$ cat src/design/ple_pkg.sv
// ---------------------------------------------------------------------------
// ple_pkg: shared definitions for the positional list engine
// Field widths, parameter defaults, command and status codes, sequencer
// states and the control structs passed between the core and its sequencer.
// ---------------------------------------------------------------------------
package ple_pkg;

   localparam int DEPTH_DEFAULT = 16;
   localparam int WIDTH_DEFAULT = 32;

   localparam int CMD_W  = 3;
   localparam int POS_W  = 5;
   localparam int VAL_W  = 32;
   localparam int STAT_W = 2;
   localparam int LEN_W  = 5;

   typedef enum logic [CMD_W-1:0] {
      CMD_INSERT_AT  = 3'd0,
      CMD_PUSH_FRONT = 3'd1,
      CMD_PUSH_BACK  = 3'd2,
      CMD_REMOVE_AT  = 3'd3,
      CMD_POP_FRONT  = 3'd4,
      CMD_POP_BACK   = 3'd5
   } command_type;

   typedef enum logic [STAT_W-1:0] {
      ST_OK    = 2'd0,
      ST_RANGE = 2'd1,
      ST_EMPTY = 2'd2,
      ST_FULL  = 2'd3
   } status_type;

   typedef enum logic [2:0] {
      SEQ_IDLE,
      SEQ_SHIFT_UP,
      SEQ_PUT,
      SEQ_FETCH,
      SEQ_SHIFT_DOWN
   } seq_state_type;

   typedef struct packed {
      logic start;
      logic grow;
   } seq_ctrl_type;

   typedef struct packed {
      logic busy;
      logic done;
      logic grow;
   } seq_stat_type;

endpackage

$ cat src/design/ple_ram.sv
// ---------------------------------------------------------------------------
// ple_ram: generic single-clock RAM
// One write port and one read port, read data registered.
// ---------------------------------------------------------------------------
module ple_ram #(
   parameter int DATA_W = 32,
   parameter int DEPTH  = 16
) (
   input  logic                     clock,
   input  logic                     wr_en,
   input  logic [$clog2(DEPTH)-1:0] wr_addr,
   input  logic [DATA_W-1:0]        wr_data,
   input  logic                     rd_en,
   input  logic [$clog2(DEPTH)-1:0] rd_addr,
   output logic [DATA_W-1:0]        rd_data
);

   logic [DATA_W-1:0] mem_ff [DEPTH];
   logic [DATA_W-1:0] rd_data_ff;

   always_ff @(posedge clock) begin
      if (wr_en) begin
         mem_ff[wr_addr] <= wr_data;
      end
      if (rd_en) begin
         rd_data_ff <= mem_ff[rd_addr];
      end
   end

   assign rd_data = rd_data_ff;

endmodule

$ cat src/design/ple_seq.sv
// ---------------------------------------------------------------------------
// ple_seq: entry-move sequencer
// Walks one pointer through the slot memory, moving one entry a cycle to
// open a gap for an insert or to close one after a removal.
// ---------------------------------------------------------------------------
module ple_seq #(
   parameter int DEPTH = ple_pkg::DEPTH_DEFAULT,
   parameter int WIDTH = ple_pkg::WIDTH_DEFAULT
) (
   input  logic                       clock,
   input  logic                       reset,
   input  ple_pkg::seq_ctrl_type      ctrl,
   input  logic [$clog2(DEPTH)-1:0]   req_index,
   input  logic [$clog2(DEPTH+1)-1:0] used,
   input  logic [WIDTH-1:0]           item,
   output ple_pkg::seq_stat_type      stat,
   output logic [WIDTH-1:0]           taken,
   output logic                       rd_en,
   output logic [$clog2(DEPTH)-1:0]   rd_addr,
   input  logic [WIDTH-1:0]           rd_data,
   output logic                       wr_en,
   output logic [$clog2(DEPTH)-1:0]   wr_addr,
   output logic [WIDTH-1:0]           wr_data
);

   localparam int AW = $clog2(DEPTH);
   localparam int CW = $clog2(DEPTH + 1);

   ple_pkg::seq_state_type state_ff, state_in;
   logic [AW-1:0]    ptr_ff, ptr_in;
   logic [AW-1:0]    idx_ff, idx_in;
   logic [WIDTH-1:0] val_ff, val_in;
   logic             grow_ff, grow_in;
   logic [WIDTH-1:0] taken_ff, taken_in;

   logic at_gap;
   logic at_end;
   logic direct_put;
   logic done;

   assign at_gap     = (ptr_ff == idx_ff);
   assign at_end     = ((CW'(ptr_ff) + CW'(1)) == used);
   // Appending at the current end needs no entries moved.
   assign direct_put = ctrl.grow && (CW'(req_index) == used);

   always_comb begin
      state_in = state_ff;
      case (state_ff)
         ple_pkg::SEQ_IDLE: begin
            if (ctrl.start) begin
               if (!ctrl.grow) begin
                  state_in = ple_pkg::SEQ_FETCH;
               end else if (direct_put) begin
                  state_in = ple_pkg::SEQ_PUT;
               end else begin
                  state_in = ple_pkg::SEQ_SHIFT_UP;
               end
            end
         end
         ple_pkg::SEQ_SHIFT_UP: begin
            if (at_gap) begin
               state_in = ple_pkg::SEQ_PUT;
            end
         end
         ple_pkg::SEQ_PUT: begin
            state_in = ple_pkg::SEQ_IDLE;
         end
         ple_pkg::SEQ_FETCH, ple_pkg::SEQ_SHIFT_DOWN: begin
            state_in = at_end ? ple_pkg::SEQ_IDLE : ple_pkg::SEQ_SHIFT_DOWN;
         end
         default: begin
            state_in = ple_pkg::SEQ_IDLE;
         end
      endcase
   end

   // Each moving cycle writes the entry read in the previous cycle and
   // issues the read of the next one.
   always_comb begin
      rd_en   = 1'b0;
      rd_addr = ptr_ff;
      wr_en   = 1'b0;
      wr_addr = ptr_ff;
      wr_data = rd_data;
      done    = 1'b0;
      case (state_ff)
         ple_pkg::SEQ_IDLE: begin
            if (ctrl.start && !direct_put) begin
               rd_en   = 1'b1;
               rd_addr = ctrl.grow ? AW'(used - CW'(1)) : req_index;
            end
         end
         ple_pkg::SEQ_SHIFT_UP: begin
            wr_en   = 1'b1;
            wr_addr = ptr_ff + AW'(1);
            if (!at_gap) begin
               rd_en   = 1'b1;
               rd_addr = ptr_ff - AW'(1);
            end
         end
         ple_pkg::SEQ_PUT: begin
            wr_en   = 1'b1;
            wr_addr = idx_ff;
            wr_data = val_ff;
            done    = 1'b1;
         end
         ple_pkg::SEQ_FETCH: begin
            if (at_end) begin
               done = 1'b1;
            end else begin
               rd_en   = 1'b1;
               rd_addr = ptr_ff + AW'(1);
            end
         end
         ple_pkg::SEQ_SHIFT_DOWN: begin
            wr_en   = 1'b1;
            wr_addr = ptr_ff - AW'(1);
            if (at_end) begin
               done = 1'b1;
            end else begin
               rd_en   = 1'b1;
               rd_addr = ptr_ff + AW'(1);
            end
         end
         default: begin
            done = 1'b0;
         end
      endcase
   end

   always_comb begin
      ptr_in   = ptr_ff;
      idx_in   = idx_ff;
      val_in   = val_ff;
      grow_in  = grow_ff;
      taken_in = taken_ff;
      case (state_ff)
         ple_pkg::SEQ_IDLE: begin
            if (ctrl.start) begin
               idx_in  = req_index;
               val_in  = item;
               grow_in = ctrl.grow;
               ptr_in  = ctrl.grow ? AW'(used - CW'(1)) : req_index;
            end
         end
         ple_pkg::SEQ_SHIFT_UP: begin
            if (!at_gap) begin
               ptr_in = ptr_ff - AW'(1);
            end
         end
         ple_pkg::SEQ_FETCH: begin
            taken_in = rd_data;
            if (!at_end) begin
               ptr_in = ptr_ff + AW'(1);
            end
         end
         ple_pkg::SEQ_SHIFT_DOWN: begin
            if (!at_end) begin
               ptr_in = ptr_ff + AW'(1);
            end
         end
         default: begin
            ptr_in = ptr_ff;
         end
      endcase
   end

   always_ff @(posedge clock) begin
      if (reset) begin
         state_ff <= ple_pkg::SEQ_IDLE;
      end else begin
         state_ff <= state_in;
      end
      ptr_ff   <= ptr_in;
      idx_ff   <= idx_in;
      val_ff   <= val_in;
      grow_ff  <= grow_in;
      taken_ff <= taken_in;
   end

   // A removal of the last entry finishes in the fetch cycle itself.
   assign taken     = (state_ff == ple_pkg::SEQ_FETCH) ? rd_data : taken_ff;
   assign stat.busy = (state_ff != ple_pkg::SEQ_IDLE);
   assign stat.done = done;
   assign stat.grow = grow_ff;

endmodule

$ cat src/design/positional_list_engine_core.sv
// ---------------------------------------------------------------------------
// positional_list_engine_core: bounded positional list and deque
// Checks each command against the stored count, then lets the sequencer
// move entries in the slot memory and reports one result per request.
// ---------------------------------------------------------------------------
//  Channel   Ports                                   Handshake
//  request   req_command, req_position,              start high, busy low
//            req_item_value
//  result    rsp_removed_value, rsp_status,          rsp_strobe, one cycle
//            rsp_length, rsp_is_empty, rsp_is_full
//
//  A rejected or unknown command gives its result in the cycle after it is
//  taken, and busy stays low. An insert or removal at index p keeps busy
//  high while the entries from index p onward are moved; the single read
//  and write port pair of the slot memory moves one entry a cycle. The
//  result follows in the cycle busy falls.
//  Synchronous reset empties the list; the slot memory is not cleared.
//  The receiver cannot stall; every result is shown for one cycle only.
// ---------------------------------------------------------------------------
module positional_list_engine_core #(
   parameter int DEPTH = ple_pkg::DEPTH_DEFAULT,
   parameter int WIDTH = ple_pkg::WIDTH_DEFAULT
) (
   input  logic                       clock,
   input  logic                       reset,
   input  logic                       start,
   output logic                       busy,
   input  logic [ple_pkg::CMD_W-1:0]  req_command,
   input  logic [ple_pkg::POS_W-1:0]  req_position,
   input  logic [ple_pkg::VAL_W-1:0]  req_item_value,
   output logic                       rsp_strobe,
   output logic [ple_pkg::VAL_W-1:0]  rsp_removed_value,
   output logic [ple_pkg::STAT_W-1:0] rsp_status,
   output logic [ple_pkg::LEN_W-1:0]  rsp_length,
   output logic                       rsp_is_empty,
   output logic                       rsp_is_full
);

   localparam int AW   = $clog2(DEPTH);
   localparam int CW   = $clog2(DEPTH + 1);
   localparam int CMPW = (CW > ple_pkg::POS_W) ? CW : ple_pkg::POS_W;

   logic [CW-1:0]               used_ff, used_in;
   logic                        rsp_strobe_ff, rsp_strobe_in;
   logic [ple_pkg::VAL_W-1:0]   rsp_removed_ff, rsp_removed_in;
   ple_pkg::status_type         rsp_status_ff, rsp_status_in;
   logic [ple_pkg::LEN_W-1:0]   rsp_length_ff, rsp_length_in;
   logic                        rsp_empty_ff, rsp_empty_in;
   logic                        rsp_full_ff, rsp_full_in;

   ple_pkg::seq_ctrl_type ctrl;
   ple_pkg::seq_stat_type stat;
   ple_pkg::status_type   chk_status;
   logic                  go;
   logic                  grow;
   logic [AW-1:0]         index;
   logic [WIDTH-1:0]      taken;

   logic          accept;
   logic          pos_ok;
   logic          list_full;
   logic          list_empty;

   logic          rd_en, wr_en;
   logic [AW-1:0] rd_addr, wr_addr;
   logic [WIDTH-1:0] rd_data, wr_data;

   assign accept     = start && !stat.busy;
   assign list_full  = (used_ff == CW'(DEPTH));
   assign list_empty = (used_ff == '0);
   assign pos_ok     = (CMPW'(req_position) != '0) && (CMPW'(req_position) < CMPW'(used_ff));

   // Full and empty checks take priority over the position check.
   always_comb begin
      chk_status = ple_pkg::ST_OK;
      go         = 1'b0;
      grow       = 1'b0;
      index      = '0;
      case (ple_pkg::command_type'(req_command))
         ple_pkg::CMD_INSERT_AT: begin
            grow = 1'b1;
            if (list_full) begin
               chk_status = ple_pkg::ST_FULL;
            end else if (!pos_ok) begin
               chk_status = ple_pkg::ST_RANGE;
            end else begin
               go    = 1'b1;
               index = AW'(req_position);
            end
         end
         ple_pkg::CMD_PUSH_FRONT: begin
            grow = 1'b1;
            if (list_full) begin
               chk_status = ple_pkg::ST_FULL;
            end else begin
               go = 1'b1;
            end
         end
         ple_pkg::CMD_PUSH_BACK: begin
            grow = 1'b1;
            if (list_full) begin
               chk_status = ple_pkg::ST_FULL;
            end else begin
               go    = 1'b1;
               index = AW'(used_ff);
            end
         end
         ple_pkg::CMD_REMOVE_AT: begin
            if (list_empty) begin
               chk_status = ple_pkg::ST_EMPTY;
            end else if (!pos_ok) begin
               chk_status = ple_pkg::ST_RANGE;
            end else begin
               go    = 1'b1;
               index = AW'(req_position);
            end
         end
         ple_pkg::CMD_POP_FRONT: begin
            if (list_empty) begin
               chk_status = ple_pkg::ST_EMPTY;
            end else begin
               go = 1'b1;
            end
         end
         ple_pkg::CMD_POP_BACK: begin
            if (list_empty) begin
               chk_status = ple_pkg::ST_EMPTY;
            end else begin
               go    = 1'b1;
               index = AW'(used_ff - CW'(1));
            end
         end
         default: begin
            chk_status = ple_pkg::ST_OK;
         end
      endcase
   end

   assign ctrl.start = accept && go;
   assign ctrl.grow  = grow;

   always_comb begin
      used_in = used_ff;
      if (stat.done) begin
         used_in = stat.grow ? (used_ff + CW'(1)) : (used_ff - CW'(1));
      end
      rsp_strobe_in  = (accept && !go) || stat.done;
      rsp_status_in  = (accept && !go) ? chk_status : ple_pkg::ST_OK;
      rsp_removed_in = (stat.done && !stat.grow) ? ple_pkg::VAL_W'(taken) : '0;
      rsp_length_in  = ple_pkg::LEN_W'(used_in);
      rsp_empty_in   = (used_in == '0);
      rsp_full_in    = (used_in == CW'(DEPTH));
   end

   always_ff @(posedge clock) begin
      if (reset) begin
         used_ff       <= '0;
         rsp_strobe_ff <= 1'b0;
      end else begin
         used_ff       <= used_in;
         rsp_strobe_ff <= rsp_strobe_in;
      end
      rsp_removed_ff <= rsp_removed_in;
      rsp_status_ff  <= rsp_status_in;
      rsp_length_ff  <= rsp_length_in;
      rsp_empty_ff   <= rsp_empty_in;
      rsp_full_ff    <= rsp_full_in;
   end

   ple_seq #(
      .DEPTH (DEPTH),
      .WIDTH (WIDTH)
   ) u_seq (
      .clock     (clock),
      .reset     (reset),
      .ctrl      (ctrl),
      .req_index (index),
      .used      (used_ff),
      .item      (WIDTH'(req_item_value)),
      .stat      (stat),
      .taken     (taken),
      .rd_en     (rd_en),
      .rd_addr   (rd_addr),
      .rd_data   (rd_data),
      .wr_en     (wr_en),
      .wr_addr   (wr_addr),
      .wr_data   (wr_data)
   );

   ple_ram #(
      .DATA_W (WIDTH),
      .DEPTH  (DEPTH)
   ) u_slots (
      .clock   (clock),
      .wr_en   (wr_en),
      .wr_addr (wr_addr),
      .wr_data (wr_data),
      .rd_en   (rd_en),
      .rd_addr (rd_addr),
      .rd_data (rd_data)
   );

   assign busy              = stat.busy;
   assign rsp_strobe        = rsp_strobe_ff;
   assign rsp_removed_value = rsp_removed_ff;
   assign rsp_status        = rsp_status_ff;
   assign rsp_length        = rsp_length_ff;
   assign rsp_is_empty      = rsp_empty_ff;
   assign rsp_is_full       = rsp_full_ff;

endmodule

$ cat config.mk
export PLATFORM = sky130hd
export DESIGN_NAME = positional_list_engine_core
export DESIGN_NICKNAME = d
export VERILOG_FILES = /design/src/design/ple_pkg.sv /design/src/design/ple_ram.sv /design/src/design/ple_seq.sv /design/src/design/positional_list_engine_core.sv
export SDC_FILE = /design/constraint.sdc
export NUM_CORES = 1
export LEC_CHECK = 0
export BUFFER_PORTS_ARGS = -buffer_cell sky130_fd_sc_hd__buf_2
export CAP_MARGIN = 30
export CORE_UTILIZATION = 50
export CTS_CLUSTER_DIAMETER = 60
export DETAILED_ROUTE_END_ITERATION = 12
export PLACE_DENSITY = 0.73
export SLEW_MARGIN = 20
export SYNTH_ARGS = -nofsm -noshare
export SYNTH_HDL_FRONTEND = slang
export SYNTH_SLANG_ARGS = --single-unit
$ cat constraint.sdc
create_clock -name clock -period 4.95 [get_ports clock]
set_clock_uncertainty 0.05 [all_clocks]
set_input_delay 0.2475 -clock clock [delete_from_list [all_inputs] [get_ports clock]]
set_output_delay 0.2475 -clock clock [all_outputs]
set_load 0.02 [all_outputs]
==> results.txt <==
- Launch instance of the worst min-delay path: req_position[3]
- Register bit count reported by yosys: approximately 670
* Hold Crit Class: input pin to flop
- Critical path capture point type: flop
- Met2 routing resource usage after global routing: between 30% and 40%
* Critical path's largest stage delay: ~0.56 ns
* Power per unit of standard cell area: 586 nW/um2
- After global routing, the most crowded layer is met2.
- DIE AREA: ~53000 um2
- In this run the critical register-to-register path is launched from u_seq.ptr_ff[1]$_DFFE_PP_.
- Total of buffers placed on input and output ports: between 80 and 90
- The number of antenna diodes in the final layout is 0.
- Yosys mapped the design onto between 70 and 80 distinct sky130hd cell types.
- Register-to-Register Setup Slack: 0.58 ns
* Core region area: slightly above 50000 um2
- In the synthesized netlist the dominant register cell turns out to be sky130_fd_sc_hd__edfxtp_1.
* Global-route wire length before repair: approximately 91000 um
* Number of buffers added by the clock tree synthesis step: between 60 and 70
* Total negative slack: 0 ns
- Via count normalized by instance count: 5.92
- GRT Residual Overflow: 0
* Vias after detailed routing: around 15k
- In this run the deepest clock path goes through 3 buffers.
* 1st-pass router iterations: 6
- DRC errors left: 0
* Antenna violations before repair: 0
- Iter 0 DRT Violations: about 1.5k
- The congestion estimate from routability-driven global placement came to ~0.9.
- Setup violations remaining at the end of the flow were counted as 0.
- Async set-reset flop share out of synthesis: 0%
- By startpoint and endpoint, the worst setup path is classified as flop to flop.
- The number of nets handed over by synthesis was around 1.6k.
- The flow ran to the end, and the final reports show no timing, DRC or antenna violations.
* Detailed placer's ending HPWL: ~34000 um
- For the worst-skew pair, the clock arrives at the later sink with an insertion delay of between 0.6 and 0.7 ns.
- Maximum vdd drop: approximately 0.00034 V
* Clock slew seen by the registers of the worst setup and hold paths: ~0.060 ns
- In the final routed layout, each cell accounts on average for approximately 24 um.
- For the pin with the worst max-slew slack, the measured transition is ~0.85 ns.
- For this configuration, the core starts out at a cell density of around half.
- Endpoint of the worst setup timing path: u_slots.rd_data[11]$_DFFE_PP_
- Maximum net fanout on the critical path: 18
* Power, Total: roughly 18000 uW
- Fraction of final layout cells with drive strength greater than 1: 20.6%
- For this run, global-route usage on met3 was measured as between 3 and 4%.
* Boundary pin count: 86
- Chip width: ~230 um
- Worst path cell trace: ha_1 -> xnor2_1 -> o32a_1 -> a211oi_2 -> a21o_1 -> o2bb2ai_1 -> o21a_1 -> nand3_4 -> buf_12 -> buf_4 -> mux2i_1 -> o22ai_1 -> or4_1
- Max-cap check violation count: 0
- CTS H-Tree Depth: 3
- Mapped Cells: 1566
- For the worst setup path, the data arrival time is ~4.7 ns.
- Time the worst path needs with I/O delays and setup: 4.37 ns
* Global-route total usage across every layer: a little under a quarter
* Routed Wire Length: about 61000 um
- Max Slew Vio Count: 0
- Height of the chip: 231 um
- In this run, synthesis inferred a little under 600 flip-flops with an integrated enable.
- Hold Vio Cnt, Final: 0
* Post-Synthesis Mean Instance Area: approximately 17 um2
* Number of clock sinks: 667
- TritonCTS built the clock tree.
- Once detail routing completed, the nets flagged for antenna violations numbered 0.
* Master cell of the clock root buffer: sky130_fd_sc_hd__clkbuf_16
* Final period util: between 80% and 90%
* Largest net degree at the start of global routing: 43
- Launching element type of the critical path: flop
- After the last flow step, the layout net total stands at ~1.8k.
- Counting cells, the worst reg-to-reg path comes to 13.
- Setup repair after global routing left no endpoint under its margin.
* Post-synth top area share: about two thirds
- Yosys warnings: 0
- Rel. slew slack: ~43%
* First element of the critical path: u_seq.ptr_ff[1]$_DFFE_PP_
* Sequential cell area fraction in the yosys report: ~73%
- STA puts the critical path data required time at between 5 and 6 ns.
- Area grow syn2layout: 16.9%
- Row Count: 83
- Master of the slowest instance on the critical path: sky130_fd_sc_hd__edfxtp_1
- Summed over all instances, the cell type with the most area after synthesis is sky130_fd_sc_hd__edfxtp_1.
- For this run, the top clock speed supported by timing is approximately 230 MHz.
* GRT met1 Usage: 31.5%
* Top area cells in the synthesized netlist: sky130_fd_sc_hd__edfxtp_1 67%, sky130_fd_sc_hd__mux2i_1 9.6%, sky130_fd_sc_hd__dfxtp_1 6.3%
* Mapped cell area: roughly 26000 um2
- The via count of the first global-routing pass came to 14.8k.
- Leakage power total: ~0.011 uW
- The worst register-to-register path ends at u_slots.rd_data[11]$_DFFE_PP_.
-- metal layers --
layer / routed length [um] / share of wire (%)
met3: 4210 / 6.9
met5: 0 / 0
met1: 25100 / 41
met2: 29600 / 49
met4: 1660 / 2.7
-- metrics by stage --
| stage | util (%) | setup slack (ns) | hold slack [ns] | instances | cell area (um2) |
|---|---|---|---|---|---|
| 2_1_floorplan | - | 0.546 | 0.296 | 1566 | 26200 |
| 3_3_place_gp | 54.5 | 0.723 | 0.375 | 2323 | 28100 |
| 3_5_place_dp | 54.5 | 0.628 | 0.376 | 2323 | 28100 |
| 4_1_cts | 59.5 | 0.633 | 0.0196 | 2483 | 30600 |
| 5_1_grt | 59.5 | 0.321 | 0.0551 | 2483 | 30600 |
| 6_report | 59.5 | 0.580 | 0.0478 | 2483 | 30600 |
-- worst min path at each step --
stage	to	depth (start not counted)
floorplan	u_seq.val_ff[0]$_DFFE_PP_	0
global placement	u_seq.val_ff[28]$_DFFE_PP_	1
detailed placement	u_seq.val_ff[20]$_DFFE_PP_	1
CTS	u_seq.idx_ff[3]$_DFFE_PP_	2
global route	u_seq.idx_ff[3]$_DFFE_PP_	2
finish	u_seq.idx_ff[3]$_DFFE_PP_	2
-- synthesized netlist by cell type (4+ instances only) --
| library cell | instances |
|---|---|
| sky130_fd_sc_hd__a2111oi_0 | 9 |
| sky130_fd_sc_hd__a21o_1 | 4 |
| sky130_fd_sc_hd__a21oi_1 | 28 |
| sky130_fd_sc_hd__a221o_1 | 4 |
| sky130_fd_sc_hd__buf_1 | 5 |
| sky130_fd_sc_hd__buf_2 | 27 |
| sky130_fd_sc_hd__buf_4 | 15 |
| sky130_fd_sc_hd__buf_6 | 9 |
| sky130_fd_sc_hd__clkbuf_1 | 26 |
| sky130_fd_sc_hd__dfxtp_1 | 82 |
| sky130_fd_sc_hd__edfxtp_1 | 585 |
| sky130_fd_sc_hd__ha_1 | 8 |
| sky130_fd_sc_hd__inv_1 | 19 |
| sky130_fd_sc_hd__mux2_2 | 66 |
| sky130_fd_sc_hd__mux2i_1 | 251 |
| sky130_fd_sc_hd__nand2_1 | 28 |
| sky130_fd_sc_hd__nand2b_1 | 12 |
| sky130_fd_sc_hd__nand3_1 | 5 |
| sky130_fd_sc_hd__nand3_2 | 6 |
| sky130_fd_sc_hd__nand4_1 | 10 |
| sky130_fd_sc_hd__nor2_1 | 52 |
| sky130_fd_sc_hd__nor2b_1 | 38 |
| sky130_fd_sc_hd__nor3_1 | 9 |
| sky130_fd_sc_hd__o211ai_1 | 4 |
| sky130_fd_sc_hd__o21a_1 | 5 |
| sky130_fd_sc_hd__o21ai_0 | 13 |
| sky130_fd_sc_hd__o22ai_1 | 121 |
| sky130_fd_sc_hd__o31ai_1 | 6 |
| sky130_fd_sc_hd__or2_2 | 5 |
| sky130_fd_sc_hd__or4_1 | 30 |
| sky130_fd_sc_hd__xnor2_1 | 12 |
| sky130_fd_sc_hd__xor2_1 | 4 |
-- cell usage in the layout (no fill, tap or decap), types with 4 or more instances in the layout --
cell / netlist / routed
sky130_fd_sc_hd__nand2_1: 28 / 26
sky130_fd_sc_hd__clkbuf_16: 0 / 72
sky130_fd_sc_hd__or2_2: 5 / 5
sky130_fd_sc_hd__o21ai_0: 13 / 13
sky130_fd_sc_hd__nand2b_1: 12 / 12
sky130_fd_sc_hd__inv_1: 19 / 18
sky130_fd_sc_hd__buf_4: 15 / 45
sky130_fd_sc_hd__edfxtp_1: 585 / 585
sky130_fd_sc_hd__o22ai_1: 121 / 121
sky130_fd_sc_hd__mux2i_1: 251 / 251
sky130_fd_sc_hd__dfxtp_1: 82 / 82
sky130_fd_sc_hd__dlygate4sd3_1: 0 / 36
sky130_fd_sc_hd__nor2_4: 0 / 17
sky130_fd_sc_hd__a21oi_1: 28 / 28
sky130_fd_sc_hd__o31ai_1: 6 / 6
sky130_fd_sc_hd__xor2_1: 4 / 4
sky130_fd_sc_hd__mux2_2: 66 / 66
sky130_fd_sc_hd__a2111oi_0: 9 / 9
sky130_fd_sc_hd__xnor2_1: 12 / 12
sky130_fd_sc_hd__nand4_1: 10 / 10
sky130_fd_sc_hd__ha_1: 8 / 8
sky130_fd_sc_hd__nor2b_1: 38 / 38
sky130_fd_sc_hd__nand3_2: 6 / 6
sky130_fd_sc_hd__or4_1: 30 / 30
sky130_fd_sc_hd__a221o_1: 4 / 4
sky130_fd_sc_hd__o211ai_1: 4 / 4
sky130_fd_sc_hd__clkinv_2: 0 / 5
sky130_fd_sc_hd__nor2_1: 52 / 35
sky130_fd_sc_hd__a21o_1: 4 / 4
sky130_fd_sc_hd__nand3_1: 5 / 4
sky130_fd_sc_hd__buf_12: 0 / 29
sky130_fd_sc_hd__clkinv_1: 0 / 9
sky130_fd_sc_hd__nor3_1: 9 / 9
sky130_fd_sc_hd__o21a_1: 5 / 5
sky130_fd_sc_hd__buf_2: 27 / 85
sky130_fd_sc_hd__clkbuf_8: 0 / 4
sky130_fd_sc_hd__clkbuf_1: 26 / 21
-- flip-flops by register name, indices dropped and copies added (netlist names) --
signal,count
rsp_is_empty,1
rsp_is_full,1
rsp_length,5
rsp_removed_value,32
rsp_status,2
rsp_strobe,1
u_seq.grow_ff,1
u_seq.idx_ff,4
u_seq.ptr_ff,4
u_seq.state_ff,3
u_seq.taken_ff,32
u_seq.val_ff,32
u_slots.mem_ff,512
u_slots.rd_data,32
used_ff,5
-- final cells by class --
class,count,area [um2]
Clock buffer,97,1940
Clock inverter,27,248
Fill cell,3794,20900
Inverter,20,75.1
Multi-Input combinational cell,797,6600
Sequential cell,667,19200
Tap cell,680,851
Timing Repair Buffer,195,1700
-- cells by family after synthesis --
group | count (synthesis) | share of synthesized area, %
buffers and inverters | 102 | 2.06
adders and majority gates | 8 | 0.382
and+or+nand+nor | 215 | 4.66
xor gates and xnor gates | 17 | 0.621
AOI/OAI and AO/OA | 238 | 6.44
DFF | 667 | 73.3
muxes | 319 | 12.5
-- power breakdown --
group	leakage, uW	switching, uW	internal (uW)
Combinational	0.00424	3110	2050
Clock	0.00105	2090	2900
Sequential	0.00597	263	7530
Total	0.0113	5460	12500
-- timing repair --
| action | CTS | global route |
|---|---|---|
| hold buffers | 36 | 0 |
| resized for setup | 0 | 0 |
| hold endpoints to repair | 44 | 0 |
| setup buffers | 0 | 0 |
-- critical path, delay by kind of cell, from the launching register on --
| family | cells | cell delay [ns] |
|---|---|---|
| compound gates | 6 | 1.66 |
| xor+xnor | 1 | 0.15 |
| fa+ha+maj | 1 | 0.33 |
| buf+inv | 2 | 0.44 |
| flops | 1 | 0.56 |
| mux | 1 | 0.17 |
| simple gates | 2 | 0.75 |
(Power assumes the default switching activity.)
